## src/hdl/lamport_ordered_request_queue_assert.svh

```systemverilog
`ifndef LAMPORT_ORDERED_REQUEST_QUEUE_ASSERT_SVH
`define LAMPORT_ORDERED_REQUEST_QUEUE_ASSERT_SVH

// Condition must never be seen outside reset.
`define LORQ_ASSERT_NEVER(name, cond, msg) \
  name: assert property (@(posedge clk) disable iff (rst) !(cond)) \
    else $error(msg);

// Whenever the antecedent holds, the consequent holds in the same cycle.
`define LORQ_ASSERT_IMPLY(name, ante, cons, msg) \
  name: assert property (@(posedge clk) disable iff (rst) (ante) |-> (cons)) \
    else $error(msg);

`endif

```

## src/hdl/lorq_pkg.sv

```systemverilog
package lorq_pkg;

  localparam int MAX_NODES = 16;
  localparam int IDX_W     = $clog2(MAX_NODES);
  localparam int CNT_W     = $clog2(MAX_NODES + 1);
  localparam int NODE_W    = 4;
  localparam int STAMP_W   = 32;
  localparam int ACK_W     = 4;
  localparam int CFG_W     = 5;
  localparam int REG_IDX_W = 2;

  typedef enum logic [1:0] {
    FUNC_REQUEST = 2'd0,
    FUNC_RELEASE = 2'd1,
    FUNC_ACK     = 2'd2,
    FUNC_START   = 2'd3
  } func_t;

  typedef enum logic [1:0] {
    STATUS_OK     = 2'd0,
    STATUS_FULL   = 2'd1,
    STATUS_ABSENT = 2'd2
  } status_t;

  typedef enum logic [REG_IDX_W-1:0] {
    REG_OWN_NODE    = 2'd0,
    REG_NODE_COUNT  = 2'd1,
    REG_GRANT_SLOTS = 2'd2
  } reg_idx_t;

  typedef enum logic [1:0] {
    ST_IDLE,
    ST_SHIFT,
    ST_POST
  } state_t;

  typedef struct packed {
    func_t               func;
    logic [STAMP_W-1:0]  stamp;
    logic [NODE_W-1:0]   sender;
  } req_t;

  typedef struct packed {
    logic [STAMP_W-1:0]  clock_now;
    logic                send_ack;
    logic                granted;
    logic [CNT_W-1:0]    own_place;
    status_t             status;
  } rsp_t;

  // Per-cycle command shared by every cell of the chain.
  typedef struct packed {
    logic cmp;
    logic shift;
    logic insert;
  } cell_ctrl_t;

endpackage

```

## src/hdl/lorq_cell.sv

```systemverilog
module lorq_cell (
  input  logic                          clk,
  input  lorq_pkg::cell_ctrl_t          ctrl,
  input  logic                          valid,
  input  logic [lorq_pkg::STAMP_W-1:0]  key_stamp,
  input  logic [lorq_pkg::NODE_W-1:0]   key_node,
  input  logic [lorq_pkg::STAMP_W-1:0]  load_stamp,
  input  logic [lorq_pkg::NODE_W-1:0]   load_node,
  input  logic [lorq_pkg::NODE_W-1:0]   own_node,
  input  logic [lorq_pkg::STAMP_W-1:0]  left_stamp,
  input  logic [lorq_pkg::NODE_W-1:0]   left_node,
  input  logic                          left_move,
  input  logic [lorq_pkg::STAMP_W-1:0]  right_stamp,
  input  logic [lorq_pkg::NODE_W-1:0]   right_node,
  input  logic                          seen_in,
  output logic [lorq_pkg::STAMP_W-1:0]  stamp,
  output logic [lorq_pkg::NODE_W-1:0]   node,
  output logic                          move,
  output logic                          seen_out,
  output logic                          own_hit
);
  import lorq_pkg::*;

  logic gt;
  logic match;
  logic move_next;

  assign gt       = valid && ((stamp > key_stamp) ||
                              ((stamp == key_stamp) && (node > key_node)));
  assign match    = valid && (node == key_node);
  assign seen_out = seen_in | match;
  assign own_hit  = valid && (node == own_node);

  // Insert: every cell from the insertion point on moves. Release: every cell
  // from the first match of the sender on moves.
  assign move_next = ctrl.insert ? (gt || !valid) : seen_out;

  always_ff @(posedge clk) begin
    if (ctrl.cmp) begin
      move <= move_next;
    end
    if (ctrl.shift && move) begin
      if (ctrl.insert) begin
        if (left_move) begin
          stamp <= left_stamp;
          node  <= left_node;
        end else begin
          stamp <= load_stamp;
          node  <= load_node;
        end
      end else begin
        stamp <= right_stamp;
        node  <= right_node;
      end
    end
  end

endmodule

```

## src/hdl/lamport_ordered_request_queue.sv

```systemverilog
// Lamport-ordered request queue. Each message passes from its transfer on the
// input to its result in the output register through a compare step, which
// compares the message key against every cell of the sorted chain (and steps
// the Lamport clock), a shift step, which shifts the chain, and a post step,
// which finds this node's own place and updates the acknowledge and grant
// state. A new message is taken when the chain is idle, even while the
// previous result waits on the output; a result is held in the post step only
// while the output register is still occupied. Queue cells hold data from the
// first write only, so the block needs no clearing pass after reset.
`include "lamport_ordered_request_queue_assert.svh"

module lamport_ordered_request_queue (
  input  logic                            clk,
  input  logic                            rst,
  input  logic                            in_valid,
  output logic                            in_ready,
  input  lorq_pkg::req_t                  in_data,
  output logic                            out_valid,
  input  logic                            out_ready,
  output lorq_pkg::rsp_t                  out_data,
  input  logic                            cfg_we,
  input  logic [lorq_pkg::REG_IDX_W-1:0]  cfg_index,
  input  logic [lorq_pkg::CFG_W-1:0]      cfg_data
);
  import lorq_pkg::*;

  localparam logic [STAMP_W-1:0] STAMP_MAX = '1;

  state_t state, state_next;

  logic [NODE_W-1:0]  own_node;
  logic [CFG_W-1:0]   node_count;
  logic [CFG_W-1:0]   grant_slots;

  req_t               req_q;
  logic               full_q;
  logic               found_q;
  logic [CNT_W-1:0]   entry_count;
  logic [STAMP_W-1:0] lamport_clock;
  logic [STAMP_W-1:0] lamport_clock_next;
  logic [ACK_W-1:0]   acks_seen;
  logic [ACK_W-1:0]   acks_seen_next;
  logic               acks_complete;
  logic               grant_held;

  logic               accept;
  logic               load_out;
  cell_ctrl_t         ctrl;

  logic [STAMP_W-1:0] cell_stamp [MAX_NODES];
  logic [NODE_W-1:0]  cell_node  [MAX_NODES];
  logic               cell_move  [MAX_NODES];
  logic               cell_seen  [MAX_NODES];
  logic [MAX_NODES-1:0] cell_valid;
  logic [MAX_NODES-1:0] cell_hit;

  logic [CNT_W-1:0]   own_place;
  logic               own_absent;
  logic               own_in_slots;
  logic [CFG_W-1:0]   acks_need;
  logic               acks_reached;

  assign accept = in_valid && in_ready;

  // Configuration registers
  always_ff @(posedge clk) begin
    if (rst) begin
      own_node    <= '0;
      node_count  <= CFG_W'(1);
      grant_slots <= CFG_W'(1);
    end else if (cfg_we) begin
      case (cfg_index)
        REG_OWN_NODE:    own_node    <= cfg_data[NODE_W-1:0];
        REG_NODE_COUNT:  node_count  <= cfg_data;
        REG_GRANT_SLOTS: grant_slots <= cfg_data;
        default: ;
      endcase
    end
  end

  // Next state
  always_comb begin
    state_next = state;
    case (state)
      ST_IDLE:  if (in_valid) state_next = ST_SHIFT;
      ST_SHIFT: state_next = ST_POST;
      ST_POST:  if (!out_valid || out_ready) state_next = ST_IDLE;
      default:  state_next = ST_IDLE;
    endcase
  end

  // State outputs
  always_comb begin
    in_ready   = 1'b0;
    ctrl.cmp   = 1'b0;
    ctrl.shift = 1'b0;
    load_out   = 1'b0;
    case (state)
      ST_IDLE: begin
        in_ready = 1'b1;
        ctrl.cmp = in_valid;
      end
      ST_SHIFT: begin
        ctrl.shift = ((req_q.func == FUNC_REQUEST) && !full_q) ||
                     ((req_q.func == FUNC_RELEASE) && found_q);
      end
      ST_POST: begin
        load_out = !out_valid || out_ready;
      end
      default: ;
    endcase
    ctrl.insert = (state == ST_IDLE) ? (in_data.func == FUNC_REQUEST)
                                     : (req_q.func == FUNC_REQUEST);
  end

  always_ff @(posedge clk) begin
    if (rst) begin
      state <= ST_IDLE;
    end else begin
      state <= state_next;
    end
  end

  // Lamport clock, saturating
  always_comb begin
    if (in_data.stamp > lamport_clock) begin
      lamport_clock_next = (in_data.stamp == STAMP_MAX) ? in_data.stamp
                                                        : in_data.stamp + 1'b1;
    end else begin
      lamport_clock_next = (lamport_clock == STAMP_MAX) ? lamport_clock
                                                        : lamport_clock + 1'b1;
    end
  end

  always_ff @(posedge clk) begin
    if (accept) begin
      req_q  <= in_data;
      full_q <= (entry_count == CNT_W'(MAX_NODES));
    end
    if (ctrl.cmp) begin
      found_q <= cell_seen[MAX_NODES-1];
    end
  end

  // Cell chain
  always_comb begin
    for (int i = 0; i < MAX_NODES; i++) begin
      cell_valid[i] = CNT_W'(i) < entry_count;
    end
  end

  for (genvar g = 0; g < MAX_NODES; g++) begin : g_cell
    logic [STAMP_W-1:0] left_stamp;
    logic [NODE_W-1:0]  left_node;
    logic               left_move;
    logic [STAMP_W-1:0] right_stamp;
    logic [NODE_W-1:0]  right_node;
    logic               seen_in;

    if (g == 0) begin : g_first
      assign left_stamp = req_q.stamp;
      assign left_node  = req_q.sender;
      assign left_move  = 1'b0;
      assign seen_in    = 1'b0;
    end else begin : g_inner
      assign left_stamp = cell_stamp[g-1];
      assign left_node  = cell_node[g-1];
      assign left_move  = cell_move[g-1];
      assign seen_in    = cell_seen[g-1];
    end

    if (g == MAX_NODES - 1) begin : g_last
      assign right_stamp = cell_stamp[g];
      assign right_node  = cell_node[g];
    end else begin : g_body
      assign right_stamp = cell_stamp[g+1];
      assign right_node  = cell_node[g+1];
    end

    lorq_cell u_cell (
      .clk         (clk),
      .ctrl        (ctrl),
      .valid       (cell_valid[g]),
      .key_stamp   (in_data.stamp),
      .key_node    (in_data.sender),
      .load_stamp  (req_q.stamp),
      .load_node   (req_q.sender),
      .own_node    (own_node),
      .left_stamp  (left_stamp),
      .left_node   (left_node),
      .left_move   (left_move),
      .right_stamp (right_stamp),
      .right_node  (right_node),
      .seen_in     (seen_in),
      .stamp       (cell_stamp[g]),
      .node        (cell_node[g]),
      .move        (cell_move[g]),
      .seen_out    (cell_seen[g]),
      .own_hit     (cell_hit[g])
    );
  end

  always_ff @(posedge clk) begin
    if (rst) begin
      entry_count <= '0;
    end else if (ctrl.shift) begin
      if (ctrl.insert) begin
        entry_count <= entry_count + 1'b1;
      end else begin
        entry_count <= entry_count - 1'b1;
      end
    end
  end

  // Own place: first hit in the chain
  always_comb begin
    own_place = CNT_W'(MAX_NODES);
    for (int i = MAX_NODES - 1; i >= 0; i--) begin
      if (cell_hit[i]) begin
        own_place = CNT_W'(i);
      end
    end
  end

  assign own_absent   = (own_place == CNT_W'(MAX_NODES));
  assign own_in_slots = !own_absent && ({{(CFG_W-CNT_W+1){1'b0}}, own_place} <
                                        {1'b0, grant_slots});
  assign acks_need    = (node_count == '0) ? '0 : node_count - 1'b1;
  assign acks_seen_next = (acks_seen == '1) ? acks_seen : acks_seen + 1'b1;
  assign acks_reached = {{(CFG_W-ACK_W){1'b0}}, acks_seen_next} >= acks_need;

  // Lamport clock and acknowledge / grant state
  always_ff @(posedge clk) begin
    if (rst) begin
      lamport_clock <= '0;
      acks_seen     <= '0;
      acks_complete <= 1'b0;
      grant_held    <= 1'b0;
    end else begin
      if (accept) begin
        lamport_clock <= lamport_clock_next;
      end
      if (load_out) begin
        case (req_q.func)
          FUNC_RELEASE: begin
            if (own_absent) begin
              grant_held <= 1'b0;
            end else if (acks_complete && own_in_slots) begin
              grant_held <= 1'b1;
            end
          end
          FUNC_ACK: begin
            if (!acks_complete) begin
              acks_seen <= acks_seen_next;
              if (acks_reached) begin
                acks_complete <= 1'b1;
                if (own_in_slots) begin
                  grant_held <= 1'b1;
                end
              end
            end
          end
          FUNC_START: begin
            acks_seen     <= '0;
            acks_complete <= 1'b0;
            grant_held    <= 1'b0;
          end
          default: ;
        endcase
      end
    end
  end

  // Output register
  always_ff @(posedge clk) begin
    if (rst) begin
      out_valid <= 1'b0;
    end else if (load_out) begin
      out_valid <= 1'b1;
    end else if (out_ready) begin
      out_valid <= 1'b0;
    end
  end

  always_ff @(posedge clk) begin
    if (load_out) begin
      out_data.clock_now <= lamport_clock;
      out_data.send_ack  <= (req_q.func == FUNC_REQUEST);
      out_data.own_place <= own_place;
      case (req_q.func)
        FUNC_REQUEST: out_data.status <= full_q ? STATUS_FULL : STATUS_OK;
        FUNC_RELEASE: out_data.status <= found_q ? STATUS_OK : STATUS_ABSENT;
        default:      out_data.status <= STATUS_OK;
      endcase
      case (req_q.func)
        FUNC_RELEASE: begin
          out_data.granted <= own_absent ? 1'b0
                              : ((acks_complete && own_in_slots) | grant_held);
        end
        FUNC_ACK: begin
          out_data.granted <= (!acks_complete && acks_reached && own_in_slots)
                              | grant_held;
        end
        FUNC_START: out_data.granted <= 1'b0;
        default:    out_data.granted <= grant_held;
      endcase
    end
  end

  `LORQ_ASSERT_NEVER(a_count_range, entry_count > CNT_W'(MAX_NODES),
    "queue holds more entries than cells")
  `LORQ_ASSERT_IMPLY(a_grant_needs_acks, grant_held, acks_complete,
    "grant held without all acknowledges")
  `LORQ_ASSERT_IMPLY(a_shift_follows_transfer, state == ST_SHIFT,
    $past(in_valid && in_ready), "shift step without an input transfer")

endmodule

```

## config.mk

```make
export PLATFORM = sky130hd
export DESIGN_NAME = lamport_ordered_request_queue
export DESIGN_NICKNAME = d
export VERILOG_FILES = /design/src/hdl/lorq_pkg.sv /design/src/hdl/lorq_cell.sv /design/src/hdl/lamport_ordered_request_queue.sv
export VERILOG_INCLUDE_DIRS = /design/src /design/src/hdl
export SDC_FILE = /design/constraint.sdc
export NUM_CORES = 2
export LEC_CHECK = 0
export ABC_CLOCK_PERIOD_IN_PS = 4400
export BUFFER_PORTS_ARGS = -buffer_cell sky130_fd_sc_hd__clkbuf_2
export CORE_UTILIZATION = 35
export CTS_CLUSTER_SIZE = 20
export DETAILED_ROUTE_END_ITERATION = 12
export SLEW_MARGIN = 40
export SYNTH_ARGS = -nofsm -noshare
export SYNTH_HDL_FRONTEND = slang
export SYNTH_SLANG_ARGS = --single-unit
```

## constraint.sdc

```tcl
create_clock -name clk -period 4.4 [get_ports clk]
set_input_delay 0.88 -clock clk [delete_from_list [all_inputs] [get_ports clk]]
set_output_delay 0.88 -clock clk [all_outputs]
set_load 0.01 [all_outputs]
```

==> qor.yml <==
r2r_cells: 12
drv_cap: 0
synth-edff-count: 673
synth_cells: 4978
rsz0062_at_grt: "no"
place_inst: 6892
dr.pass1.iters: 10
skew_ns: 0.0330
switchingPower_mw: 5.32
clk_transition_reported_paths_ns: 0.06
path_class: "flip-flop to flip-flop"
p_seq_share_pct: 44.3
syn_to_final_growth_pct: 12.4
power.share.switching_pct: 29.0
clkLatencyLatePin_ns: 0.71
synth_area_per_cell_sq_um: 10.2
drt_wl_total_mm: 178
ir_drop_uv: 333
num_rows: 139
synth.cell_area_sq_mm: 0.0507
fin_cells: 7047
coreArea_sq_mm: 0.144
crit_path_start_kind: "flip-flop"
dpl-instance-area_sq_mm: 0.0543
violations: "design-rule violations"
hold_violations: 0
via_per_inst: 5.82
die_area_sq_mm: 0.146
tritoncts: "built"
critPathLaunch: "entry_count[2]"
ys_ff_latch: 733
yosys_most_used_dff: "edfxtp_1"
r2r_slack_ns: 0.31
setup-violations-final: 0
grt_pass1_wl_mm: 263
numCtsBuffers: 85
initial_core_util_pct: 35.3
layout_commonest_cell: "nand2_1"
dp_hpwl_mm: 133
power_leakage_nw: 23.7
seq_area_frac_synth_pct: 42.2
powerDensity_mw_per_mm2: 321
end_kind: "flip-flop"
antenna_left: 0
whs_path_depth: 1
cp-endpoint: "out_data[7]"
fin_nets: 5754
route.detailed.drc: 4
min_period_ns: 4.09
fin_area_sq_mm: 0.0570
cts_setup_buffers: 0
finalCritPeriodShare_pct: 93.0
slew_headroom_pct: 37.2
die_h_microns: 383
port_buffers: 92
crit_path_max_fanout: 15
status: "finished with violations"
cts_root_buf: "clkbuf_16"
gr-total-overflow: 0
whs_ns: 0.384
cp.required_ns: 4.92
io_pins: 93
grt_max_degree: 139
n_fill_cell: 14050
grtUsageTotal_pct: 23.7
yosys_warnings: 0
worst_slew_pin_slew_ns: 0.942
cts.sinks: 733
power_frac_comb_pct: 16.8
timing.rr.end: "out_data[7]"
ys_types: 80
synth_nets: 5652
min_path_type: "primary input to flip-flop"
layout_common_cells: "nand2_1 (713), edfxtp_1 (673), o21ai_0 (636), ha_1 (624), mux2i_1 (532)"
drive_gt1_share_pct: 9.43
pwr-share-clk_pct: 38.9
vias: 41021
drt_iter0_drc: 4354
timing.rr.start: "entry_count[2]"
arrival_ns: 4.61
max_freq_ghz: 0.244
drv_slew: 0
antenna_found_initial: 2
clockBufferDepth: 3
grt_pass1_vias: 39814
holdBufCountCts: 0
async_flop_share_pct: 0
gp_congestion: 0.990
wire_per_inst_microns: 25.2
die_x_microns: 383
p_int_mw: 13.0
cts_max_level: 3
-- flip-flops by register name (all words and copies together) (netlist names) --
name                 cells
g_cell.u_cell.stamp    512
g_cell.u_cell.node      64
out_data                41
g_cell.left_stamp       32
lamport_clock           32
g_cell.u_cell.move      16
entry_count              5
grant_slots              5
node_count               5
acks_seen                4
g_cell.left_node         4
own_node                 4
req_q                    2
state                    2
acks_complete            1
found_q                  1
full_q                   1
grant_held               1
out_valid                1
-- cell type report --
cell class,instances,area [sq um],area share (%)
clock buffer,112,2340,4.11
tap,1903,2380,4.17
timing repair buffer,277,2210,3.88
clock inverter,38,308,0.540
multi-input combinational,3859,27900,48.9
sequential,733,21400,37.5
antenna,1,2.50,0.00439
inverter,124,468,0.820
-- what timing repair did --
item | CTS | global route
gates resized for setup | 0 | 2
endpoints found under the hold margin | 0 | 0
setup endpoints to repair | 0 | 2
-- synth_stat cells, types with 5 or more instances --
cell type	instances	area (sq um)
xor2_1	35	307
o21ai_0	638	3190
and4_1	15	131
clkbuf_1	236	886
or4_1	5	37.5
nand2b_1	41	257
xnor2_1	66	578
nand4_1	146	913
nor3_1	47	235
or2_2	6	37.5
and2_1	25	156
mux2_2	43	484
buf_4	7	52.6
o221ai_1	9	78.8
or3_1	8	50.1
a221oi_1	10	87.6
nand2_1	713	2680
a2111oi_0	8	70.1
o211ai_1	11	82.6
buf_1	8	30.0
nor2_1	141	529
o21a_1	73	548
o31ai_1	9	67.6
o22ai_1	5	31.3
ha_1	624	7810
a31oi_1	13	81.3
nor4_1	31	194
o32ai_1	9	78.8
edfxtp_1	673	20200
a21oi_1	193	966
a21boi_0	9	67.6
a211oi_1	20	150
mux2i_1	532	5330
inv_1	122	458
and3_1	22	138
nor2b_1	78	488
nand3_1	80	400
buf_2	10	50.1
a21o_1	129	968
dfxtp_1	60	1200
-- per-layer routing --
layer | track usage, % | vias up | wire length, microns
met5 | 0 | - | 8
met4 | 11.4 | 2 | 9370
met3 | 3.28 | 311 | 12900
met2 | 36.5 | 1599 | 77400
met1 | 32.8 | 20307 | 77900
li1 | - | 18802 | -
-- critical path, stage by stage, from the launching register on --
cell     delay [ns]
dfxtp_1        0.47
a21oi_1        0.61
nor4_1         0.17
and2_1         0.24
or4_1          0.62
or4_4          0.50
inv_2          0.13
ha_1           0.26
a21oi_1        0.18
nand4_1        0.10
o21ai_0        0.34
a21oi_1        0.12
a21oi_1        0.18
-- logic make-up (layout without fill, tap and decap cells) --
kind of cell	Yosys count	count (layout)	synth area share, %
compound gates	1185	1185	13.6
xor+xnor	101	101	1.74
fa+ha+maj	624	624	15.4
buf+inv	386	551	2.94
flops	733	733	42.2
mux	575	575	11.5
other cells	0	1	0
simple gates	1374	1374	12.6
-- worst min-delay path by stage --
stage | start | end | slack, ns
after floorplan | lamport_clock[19] | out_data[28] | 0.41
after global placement | lamport_clock[19] | out_data[28] | 0.42
after CTS | in_data[1] | g_cell[0].left_node[1] | 0.33
final | in_data[1] | g_cell[0].left_node[1] | 0.38
after detailed placement | lamport_clock[19] | out_data[28] | 0.43
after global routing | in_data[1] | g_cell[0].left_node[1] | 0.36
-- power groups by stage --
stage	clock network [mW]	registers [mW]	logic (mW)
2_1_floorplan	0	8.08	2.06
3_3_place_gp	0	8.26	2.94
3_5_place_dp	0	8.26	3.00
4_1_cts	7.18	8.12	3.02
5_1_grt	7.40	8.13	3.35
6_report	7.11	8.11	3.08
-- metrics by stage --
| step | util [%] | TNS, ns | setup WS (ns) | power, mW |
|---|---|---|---|---|
| after detailed placement | 37.8 | 0 | 0.0455 | 11.3 |
| after CTS | 39.7 | 0 | 0.328 | 18.3 |
| final | 39.7 | 0 | 0.310 | 18.3 |
| after global routing | 39.7 | 0 | 0.111 | 18.9 |
| after global placement | 37.8 | -1.17 | -0.899 | 11.2 |
| after floorplan | - | 0 | 0.722 | 10.1 |
Power figures use the tool's default switching activity.
